[src/rpn_pkg.sv]
`default_nettype none
package rpn_pkg;

  localparam int STACK_DEPTH = 64;
  localparam int ADDR_W      = (STACK_DEPTH > 1) ? $clog2(STACK_DEPTH) : 1;
  localparam int COUNT_W     = $clog2(STACK_DEPTH + 1);

  localparam int KIND_W  = 2;
  localparam int VALUE_W = 32;
  localparam int OP_W    = 2;
  localparam int ERR_W   = 2;

  localparam logic [KIND_W-1:0] KIND_NUMBER   = 2'd0;
  localparam logic [KIND_W-1:0] KIND_OPERATOR = 2'd1;
  localparam logic [KIND_W-1:0] KIND_END      = 2'd2;

  localparam logic [OP_W-1:0] OP_ADD = 2'd0;
  localparam logic [OP_W-1:0] OP_SUB = 2'd1;
  localparam logic [OP_W-1:0] OP_MUL = 2'd2;

  localparam logic [ERR_W-1:0] ERR_NONE     = 2'd0;
  localparam logic [ERR_W-1:0] ERR_MISSING  = 2'd1;
  localparam logic [ERR_W-1:0] ERR_LEFTOVER = 2'd2;
  localparam logic [ERR_W-1:0] ERR_OVERFLOW = 2'd3;

  typedef logic [KIND_W-1:0]  kind_t;
  typedef logic [VALUE_W-1:0] word_t;
  typedef logic [OP_W-1:0]    opcode_t;
  typedef logic [ERR_W-1:0]   err_t;
  typedef logic [ADDR_W-1:0]  addr_t;
  typedef logic [COUNT_W-1:0] count_t;

  typedef struct packed {
    logic  has_value;
    word_t result_value;
    err_t  error_code;
  } result_t;

endpackage
`default_nettype wire

[src/rpn_if.sv]
`default_nettype none
interface rpn_token_if;
  import rpn_pkg::*;
  logic         valid;
  logic         ready;
  kind_t        kind;
  logic signed [VALUE_W-1:0] token_value;
  opcode_t      operator_code;

  modport source (output valid, output kind, output token_value, output operator_code,
                  input ready);
  modport sink   (input valid, input kind, input token_value, input operator_code,
                  output ready);
endinterface

interface rpn_result_if;
  import rpn_pkg::*;
  logic         valid;
  logic         ready;
  logic         has_value;
  logic signed [VALUE_W-1:0] result_value;
  err_t         error_code;

  modport source (output valid, output has_value, output result_value, output error_code,
                  input ready);
  modport sink   (input valid, input has_value, input result_value, input error_code,
                  output ready);
endinterface
`default_nettype wire

[src/rpn_ram.sv]
`default_nettype none
module rpn_ram #(
  parameter int WIDTH = 32,
  parameter int DEPTH = 64
) (
  input  wire logic                            clk,
  input  wire logic                            we,
  input  wire logic [$clog2(DEPTH > 1 ? DEPTH : 2)-1:0] waddr,
  input  wire logic [WIDTH-1:0]                wdata,
  input  wire logic [$clog2(DEPTH > 1 ? DEPTH : 2)-1:0] raddr,
  output logic      [WIDTH-1:0]                rdata
);

  logic [WIDTH-1:0] mem [DEPTH];

  always_ff @(posedge clk) begin
    if (we) begin
      mem[waddr] <= wdata;
    end
    rdata <= mem[raddr];
  end

endmodule
`default_nettype wire

[src/rpn_core.sv]
`default_nettype none
module rpn_core (
  input  wire logic         clk,
  input  wire logic         rst,
  rpn_token_if.sink         tokens,
  input  wire logic         room,
  output logic              res_push,
  output rpn_pkg::result_t  res
);
  import rpn_pkg::*;

  count_t count, count_next;
  err_t   err_hold, err_hold_next;
  word_t  tos, tos_next;
  word_t  nos, nos_next;

  logic   fire;
  logic   we;
  addr_t  waddr, raddr;
  word_t  ram_rdata, below;
  logic   fwd_valid;
  word_t  fwd_data;
  word_t  alu;
  logic   op_known;

  assign tokens.ready = room;
  assign fire         = tokens.valid && room;
  assign op_known     = (tokens.operator_code == OP_ADD) || (tokens.operator_code == OP_SUB)
                        || (tokens.operator_code == OP_MUL);

  assign below = fwd_valid ? fwd_data : ram_rdata;

  always_comb begin
    case (tokens.operator_code)
      OP_ADD:  alu = nos + tos;
      OP_SUB:  alu = nos - tos;
      OP_MUL:  alu = nos * tos;
      default: alu = tos;
    endcase
  end

  always_comb begin
    count_next    = count;
    err_hold_next = err_hold;
    tos_next      = tos;
    nos_next      = nos;
    we            = 1'b0;
    waddr         = addr_t'(count - count_t'(2));
    res_push      = 1'b0;
    res.has_value    = 1'b0;
    res.result_value = '0;
    res.error_code   = ERR_NONE;
    if (fire) begin
      case (tokens.kind)
        KIND_NUMBER: begin
          if (err_hold == ERR_NONE) begin
            if (count == count_t'(STACK_DEPTH)) begin
              err_hold_next = ERR_OVERFLOW;
            end else begin
              tos_next   = word_t'(tokens.token_value);
              nos_next   = tos;
              we         = (count > count_t'(1));
              count_next = count + count_t'(1);
            end
          end
        end
        KIND_OPERATOR: begin
          if (err_hold == ERR_NONE && op_known) begin
            if (count < count_t'(2)) begin
              err_hold_next = ERR_MISSING;
            end else begin
              tos_next   = alu;
              nos_next   = below;
              count_next = count - count_t'(1);
            end
          end
        end
        KIND_END: begin
          res_push = 1'b1;
          if (err_hold != ERR_NONE) begin
            res.error_code = err_hold;
          end else if (count == count_t'(1)) begin
            res.has_value    = 1'b1;
            res.result_value = tos;
          end else if (count > count_t'(1)) begin
            res.error_code = ERR_LEFTOVER;
          end
          count_next    = '0;
          err_hold_next = ERR_NONE;
        end
        default: begin
        end
      endcase
    end
    raddr = addr_t'(count_next - count_t'(3));
  end

  rpn_ram #(
    .WIDTH (VALUE_W),
    .DEPTH (STACK_DEPTH)
  ) u_stack (
    .clk   (clk),
    .we    (we),
    .waddr (waddr),
    .wdata (nos),
    .raddr (raddr),
    .rdata (ram_rdata)
  );

  always_ff @(posedge clk) begin
    if (rst) begin
      count     <= '0;
      err_hold  <= ERR_NONE;
      fwd_valid <= 1'b0;
    end else begin
      count     <= count_next;
      err_hold  <= err_hold_next;
      fwd_valid <= we && (waddr == raddr);
    end
    tos      <= tos_next;
    nos      <= nos_next;
    fwd_data <= nos;
  end

endmodule
`default_nettype wire

[src/rpn_outq.sv]
`default_nettype none
module rpn_outq (
  input  wire logic         clk,
  input  wire logic         rst,
  input  wire logic         res_push,
  input  wire rpn_pkg::result_t res,
  output logic              room,
  rpn_result_if.source      results
);
  import rpn_pkg::*;

  logic    main_valid, skid_valid;
  result_t main_q, skid_q;
  logic    pop;

  assign room = !skid_valid;
  assign pop  = main_valid && results.ready;

  assign results.valid        = main_valid;
  assign results.has_value    = main_q.has_value;
  assign results.result_value = main_q.result_value;
  assign results.error_code   = main_q.error_code;

  always_ff @(posedge clk) begin
    if (rst) begin
      main_valid <= 1'b0;
      skid_valid <= 1'b0;
    end else begin
      if (skid_valid) begin
        if (pop) begin
          main_valid <= 1'b1;
          skid_valid <= 1'b0;
        end
      end else if (res_push) begin
        if (!main_valid || pop) begin
          main_valid <= 1'b1;
        end else begin
          skid_valid <= 1'b1;
        end
      end else if (pop) begin
        main_valid <= 1'b0;
      end
    end
    if (skid_valid) begin
      if (pop) begin
        main_q <= skid_q;
      end
    end else if (res_push) begin
      if (!main_valid || pop) begin
        main_q <= res;
      end else begin
        skid_q <= res;
      end
    end
  end

endmodule
`default_nettype wire

[src/rpn_stack_evaluator.sv]
// Postfix integer expression evaluator.
// tokens: one beat per token (number, operator or end of expression).
// results: one beat per end-of-expression token, carrying has_value,
//   result_value and error_code; number and operator tokens give no beat.
// Throughput: one token per cycle while tokens.ready is high. The two top
//   entries of the operand stack live in registers and the rest in a
//   one-port-write, one-port-read RAM whose read address is set from the
//   next stack count; a write-to-read bypass covers a push followed at once
//   by a pop.
// Output: each end token's result beat is registered in the output buffer.
// Reset (rst, synchronous) empties the stack, clears the held error and
//   drops any pending result beats; no clearing pass is needed.
// Stall: a two-beat output buffer holds results while the receiver stalls.
//   Tokens keep flowing until both beats are full; then tokens.ready drops
//   until a result beat is taken.
// Errors: missing operand, leftover operands or stack overflow; the first
//   error is held and later tokens are dropped until the end token.
`default_nettype none
module rpn_stack_evaluator (
  input  wire logic    clk,
  input  wire logic    rst,
  rpn_token_if.sink    tokens,
  rpn_result_if.source results
);
  import rpn_pkg::*;

  logic    room;
  logic    res_push;
  result_t res;

  rpn_core u_core (
    .clk      (clk),
    .rst      (rst),
    .tokens   (tokens),
    .room     (room),
    .res_push (res_push),
    .res      (res)
  );

  rpn_outq u_outq (
    .clk      (clk),
    .rst      (rst),
    .res_push (res_push),
    .res      (res),
    .room     (room),
    .results  (results)
  );

endmodule
`default_nettype wire

[src/flat_wrapper.sv]
// flat-port wrapper written by rule: the top's interface ports become plain ports
module rpn_stack_evaluator_flat import rpn_pkg::*;
  (clk, rst, tokens_valid, tokens_kind, tokens_token_value, tokens_operator_code, tokens_ready, results_valid, results_has_value, results_result_value, results_error_code, results_ready);
  rpn_token_if tokens_i ();
  rpn_result_if results_i ();
  input  wire logic clk;
  input  wire logic rst;
  input wire logic [$bits(tokens_i.valid)-1:0] tokens_valid;
  input wire logic [$bits(tokens_i.kind)-1:0] tokens_kind;
  input wire logic [$bits(tokens_i.token_value)-1:0] tokens_token_value;
  input wire logic [$bits(tokens_i.operator_code)-1:0] tokens_operator_code;
  output wire logic [$bits(tokens_i.ready)-1:0] tokens_ready;
  output wire logic [$bits(results_i.valid)-1:0] results_valid;
  output wire logic [$bits(results_i.has_value)-1:0] results_has_value;
  output wire logic [$bits(results_i.result_value)-1:0] results_result_value;
  output wire logic [$bits(results_i.error_code)-1:0] results_error_code;
  input wire logic [$bits(results_i.ready)-1:0] results_ready;
  assign tokens_i.valid = tokens_valid;
  assign tokens_i.kind = tokens_kind;
  assign tokens_i.token_value = tokens_token_value;
  assign tokens_i.operator_code = tokens_operator_code;
  assign tokens_ready = tokens_i.ready;
  assign results_valid = results_i.valid;
  assign results_has_value = results_i.has_value;
  assign results_result_value = results_i.result_value;
  assign results_error_code = results_i.error_code;
  assign results_i.ready = results_ready;
  rpn_stack_evaluator u_core (.clk(clk), .rst(rst), .tokens(tokens_i), .results(results_i));
endmodule
[config.mk]
export PLATFORM = sky130hd
export DESIGN_NAME = rpn_stack_evaluator_flat
export DESIGN_NICKNAME = d
export VERILOG_FILES = /design/src/rpn_pkg.sv /design/src/rpn_if.sv /design/src/rpn_ram.sv /design/src/rpn_core.sv /design/src/rpn_outq.sv /design/src/rpn_stack_evaluator.sv /design/src/flat_wrapper.sv
export SDC_FILE = /design/constraint.sdc
export NUM_CORES = 2
export LEC_CHECK = 0
export CORE_MARGIN = 2
export CORE_UTILIZATION = 45
export DETAILED_ROUTE_END_ITERATION = 16
export DONT_BUFFER_PORTS = 1
export PLACE_DENSITY = 0.59
export SLEW_MARGIN = 40
export SYNTH_ARGS = -nofsm -noshare
export SYNTH_HDL_FRONTEND = slang
export SYNTH_HIERARCHICAL = 1
export SYNTH_SLANG_ARGS = --single-unit
[constraint.sdc]
create_clock -name clk -period 9.2 [get_ports clk]
set_input_delay 0 -clock clk [delete_from_list [all_inputs] [get_ports clk]]
set_output_delay 0 -clock clk [all_outputs]
set_load 0.02 [all_outputs]
## Word-level counts from Yosys, hierarchy flattened

Memory sizes are Yosys's and may differ from the RTL's. A register that Yosys moved wholly into a read port is not among the register bits.
Index checks and enable logic that the tools add are counted.

- Reductions and logical operators: 24
- Add/sub/neg operators: 6
- Multiply operators: 1
- Muxes and demuxes: 51
- $lt $le $gt $ge: 2
- Bitwise logic cells: 2
- Eq/ne operators: 16

Operators by type and width:

| cell | count |
|---|---|
| $mux 32 | 9 |
| $mux 35 | 6 |
| $pmux 32 s2 | 2 |
| $pmux 32 s3 | 1 |
| $mux 33 | 2 |
| $mux 7 | 5 |
| $add 32x32->32 | 1 |
| $mul 32x32->32 | 1 |
| $sub 32x32->32 | 1 |
| $pmux 7 s3 | 1 |
| $mux 1 | 17 |
| $mux 2 | 7 |
| $ne 2x2->1 const B | 6 |
| $reduce_and 6->1 | 2 |
| $sub 6x2->6 const B | 2 |
| $reduce_bool 2->1 | 5 |
| $reduce_and 3->1 | 3 |
| $add 7x1->7 const B | 1 |
| $eq 7x1->1 const B | 1 |
| $eq 7x7->1 const B | 1 |
| $gt 7x1->1 const B | 1 |
| $lt 7x2->1 const B | 1 |
| $reduce_and 7->1 | 1 |
| $sub 7x1->7 const B | 1 |
| 13 further kinds | 24 |

- Bits of input ports: 40
- Bits in writable memories: 2,048
- Register bits: 178
- Memories: 1

Memories:

| name | words | bits a word | read ports | clocked after memory_dff | wr ports | RTL line | source |
|---|---|---|---|---|---|---|---|
| u_core.u_core.u_stack.mem | 64 | 32 | 1 | 1 | 1 | rpn_ram.sv:14 | `logic [WIDTH-1:0] mem [DEPTH];` |

## Logic depth before layout (Yosys ltp)

- Depth after elaboration: 10
- Gate-level depth with buffers: 27

## By module

The synthesis kept the hierarchy.

Modules (own cells, without submodules):

| module | cells an instance | area an instance (um^2) | instances | sequential area each (um^2) |
|---|---|---|---|---|
| rpn_ram | 3,324 | 78,515.3 | 1 | 62,139.6 |
| rpn_core | 2,580 | 23,143.4 | 1 | 2,762.6 |
| rpn_outq | 122 | 2,635.0 | 1 | 2,142.1 |

## Worst setup path after synthesis

No wires, ideal clock.

- Path type: reg2reg
- From: register u_core.u_core.nos[12]
- To: register u_core.u_core.tos[30] (data pin)
- Library setup time: 261 ps
- Path buffers: 3
- Data required time: 8,939 ps
- Setup slack: 1,533 ps
- Period minus slack after synthesis: 7,667 ps
- Arrival time: 7,406 ps
- Cell stages (with the launch flop): 25
- Cells stage by stage: edfxtp_1 > clkbuf_1 > clkbuf_1 > nand2_1 > fa_1 > inv_1 > fa_1 > fa_1 > inv_1 > fa_1 > inv_1 > fa_1 > fa_1 > fa_1 > fa_1 > ha_1 > clkbuf_1 > o21ai_0 > o21ai_0 > o211ai_1 > a31oi_1 > o31a_1 > nor2_1 > a41o_1 > o32a_1

- Cells in the longest elaborated chain, start to end: 5
- Elaborated cells between the ends (all ways): 7
- Classes of those cells: 2 x add/sub; 1 x mul; 4 x mux

Ends and longest elaborated chain:

| element | RTL line | source |
|---|---|---|
| start: declaration | rpn_core.sv:15 | `word_t nos, nos_next;` |
| start signal: assignment | rpn_core.sv:121 | `nos <= nos_next;` |
| $mul 32x32->32, or another cell as far along | rpn_core.sv:37 | `OP_MUL: alu = nos * tos;` |
| $pmux 32 s3 * | rpn_core.sv:34 | `case (tokens.operator_code)` |
| $mux 32 * | rpn_core.sv:69 | `if (count < count_t'(2)) begin` |
| $mux 32 * | rpn_core.sv:68 | `if (err_hold == ERR_NONE && op_known) begin` |
| $pmux 32 s2 * | rpn_core.sv:54 | `case (tokens.kind)` |
| end signal: assignment | rpn_core.sv:120 | `tos <= tos_next;` |
| end: declaration | rpn_core.sv:14 | `word_t tos, tos_next;` |

Mark *: on every way between the ends. The rest lies on a longest branch, timed or not. The select of a mux whose other input is x is not followed.
A chain may end at the register's enable or synchronous reset.

## Final worst setup path

- From: register u_core.u_core.nos[16]
- To: register u_core.u_core.tos[30] (data pin)

Same word-level chain as after synthesis.

==> out/qor.txt <==
clk_lat worst skew: 0.88 ns
#FFs+latches synth: 2258
commonest non-fill, non-tap cell in the layout: edfxtp_1
f_max: 0.1183 GHz
final setup vio count: 0
Max H-tree Level: 4
Min Clock Period, post-route: 8.451 ns
Metal-1 WL: 120.4 mm
Adder-Cell Fraction of Synth Area: 0.09866
synthesized area per cell: 17.31 um^2
post-synthesis mux area share: 0.1338
Final Power: 40710 uW
Rel. slew slack: 0.3607
sequential area share after synthesis: 0.6428
final hold slack: 0.04944 ns
crit path buf inv count: 4
unrepaired setup endpoints after global routing: no
Initial Utilization: 0.4532
crit path launch type: register
share of cells above drive strength 1: 0.1906
dpl hpwl: 169.4 mm
Routed Wire Length: 281.6 mm
first-pass GRT wire length: 407.5 mm
WS Path Type: reg2reg
PortBufs: 0
Syn Nets: 6643
largest net degree at the start of global routing: 108
drt pass-1 iters: 5
vias per cell: 5.939
CTS Hold Bufs: 78
data arrival time at the worst-slack endpoint: 9.05 ns
Synth Area in Compound Gates: 0.03156
vias in the first global route: 57170
Synth warnings: 6
largest cells by area after synthesis: edfxtp_1 (63%), mux4_2 (12%), fa_1 (7.9%), and2_1 (2.0%), ha_1 (2.0%)
largest family of logic cells by synthesized area: multiplexers
Die X: 485.4 um
DIE HEIGHT: 485.4 um
CP Capture Type: register
Synth top area share: 0.6283
DIE AREA: 235600 um^2
Async SR Flop Fraction: 0
Congestion Overflow GR: 0
max-slew violation count: 0
filler instances: 18554
top routing layer used: met4
Clock transition at path regs: 0.06 ns
CP Cell Sequence: buf_4 -> and2_1 -> fa_1 -> inv_1 -> fa_1 -> fa_1 -> fa_1 -> inv_1 -> fa_1 -> fa_1 -> fa_1 -> fa_1 -> ha_1 -> a211oi_1 -> o21ai_0 -> o211ai_1 -> a31oi_1 -> o31a_1 -> nor2_1 -> a41o_1 -> o32a_1 -> dlygate4sd3_1
DR vias: 56019
Setup Skew: 0.02851 ns
post-DR wirelength/cell: 29.85 um
status: completed
setup bufs post-CTS: 0
antenna-violating nets left: 0
Syn Std Cell Area: 104300 um^2
post_cts resized: 0
Least-Margin Pin Slew: 0.9590 ns
Synth Area in Simple Gates: 0.05138
Hold Vio Cnt, Final: 0
Synth cell types: 88
Max-cap violations: 0
crit-path leading delay family: adder cells
Core Util, Final: 0.5082
leakage power: 0.04040 uW
Post-synth EDFFs: 2182
crit share post-route: 0.9186
Top FF cell, synth: edfxtp_1
Crit path required time: 9.80 ns
Post-Syn Instances: 6026
PD cells: 348.1 nW/um^2
fin nets: 6830
XOR/XNOR Fraction of Synth Area: 0.01243
CTS buffer count: 222
antenna violations before repair: 16
Core Footprint: 230100 um^2
DRC: 0
VDD IR-drop max: 1.171 mV
DR WL met2: 131.0 mm
Bufs on Longest Clock Path: 3
GRT Total Usage: 0.2396
Fin Setup TNS: 0 ns
Final GP Congestion: 0.8727
slowest stage delay, CP: 0.88 ns
most used cell, CP: fa_1
most frequent cells in the layout: edfxtp_1 (2182), mux4_2 (544), inv_1 (410)
worst-path fanout max: 35
Slowest-stage cell, CP: edfxtp_1
CTS tree: done
CTS sink cnt: 2258
top cell type by total area after synthesis: edfxtp_1
CTS Root Cell: clkbuf_16
number of DRC markers in iteration 0: 5866
# IOs: 77
met3 WL: 20.44 mm
area grow syn2layout: 12.13%
Hold Crit Class: in2reg
row cnt: 176
[power breakdown]
group | switching (uW) | total, uW | internal, uW
logic | 11800 | 20500 | 8720
registers | 120 | 11500 | 11400
clock network | 3850 | 8690 | 4830
total | 15700 | 40700 | 25000
[worst register-to-register path: stages (launching register included)]
cell and delay, ns:
edfxtp_1 0.88, buf_4 0.61, and2_1 0.24, fa_1 0.41, inv_1 0.08, fa_1 0.43
fa_1 0.47, fa_1 0.55, inv_1 0.06, fa_1 0.48, fa_1 0.57, fa_1 0.43
fa_1 0.45, ha_1 0.40, a211oi_1 0.11, o21ai_0 0.19, o211ai_1 0.13, a31oi_1 0.35
o31a_1 0.21, nor2_1 0.06, a41o_1 0.19, o32a_1 0.33, dlygate4sd3_1 0.55
[logic make-up after synthesis]
family,count (synthesis)
muxes,709
adders and majority gates,577
AOI/OAI and AO/OA,511
xor gates and xnor gates,148
and+or+nand+nor,1073
buffers and inverters,750
DFF,2258
[area by class of cell]
type / count / area, um^2 / share of cell area
sequential: 2258 / 67050 / 0.5733
inverter: 411 / 1550 / 0.01326
clock inverter: 130 / 1092 / 0.009341
multi-input combinational: 3018 / 34850 / 0.2980
antenna: 9 / 22.52 / 0.0001926
tap: 3026 / 3786 / 0.03238
clock buffer: 278 / 5816 / 0.04973
timing repair buffer: 302 / 2781 / 0.02378
[sequential cells by signal (all words and copies together) (netlist names)]
register                            flops
u_core/u_outq/results.error_code        2
u_core/u_core/fwd_valid                 1
u_core/u_core/err_hold                  2
u_core/u_core/tos                      32
u_core/u_outq/results.has_value         1
u_core/u_outq/skid_valid                1
u_core/u_outq/skid_q                   35
u_core/u_core/u_stack/mem            2048
u_core/u_outq/results.valid             1
u_core/u_core/nos                      32
u_core/u_outq/results.result_value     32
u_core/u_core/u_stack/rdata            32
u_core/u_core/count                     7
u_core/u_core/fwd_data                 32
[metrics by stage]
stage | cells | setup slack (ns) | cell area [um^2]
after global placement | 8912 | 1.368 | 108800
after CTS | 9415 | 0.8125 | 116700
final | 9432 | 0.7493 | 116900
after detailed placement | 8929 | 1.370 | 109100
after global routing | 9425 | 0.4647 | 116900
after floorplan | 6026 | 1.533 | 104300
[final timing paths]
path | endpoint | from | slack, ns | depth (start not counted)
setup reg to reg | u_core/u_core/tos[30] | u_core/u_core/nos[16] | 0.75 | 22
setup / recovery | u_core/u_core/tos[30] | u_core/u_core/nos[16] | 0.75 | 22
hold / removal | u_core/u_core/tos[7] | tokens_token_value[7] | 0.05 | 3
hold reg to reg | u_core/u_outq/results.has_value | u_core/u_outq/skid_q[34] | 0.55 | 1
[cells in the mapped netlist, drive strengths merged, types with 31 or more instances]
master  number
mux2i      128
edfxtp    2182
o22ai       86
buf        132
a21oi      178
xor2        46
fa         409
nand2      304
mux4       544
mux2        37
dfxtp       76
and2       338
ha         168
inv        411
xnor2      102
o221ai      31
clkbuf     207
o21ai       59
nor2       254
[layer usage]
layer  global-route usage  vias up
met5                    0        -
met4              0.07876        0
met3              0.03706      418
met2               0.3747     2208
met1               0.3464    30203
li1                     -    23190
Note: power is estimated with default switching activity, not from simulation.
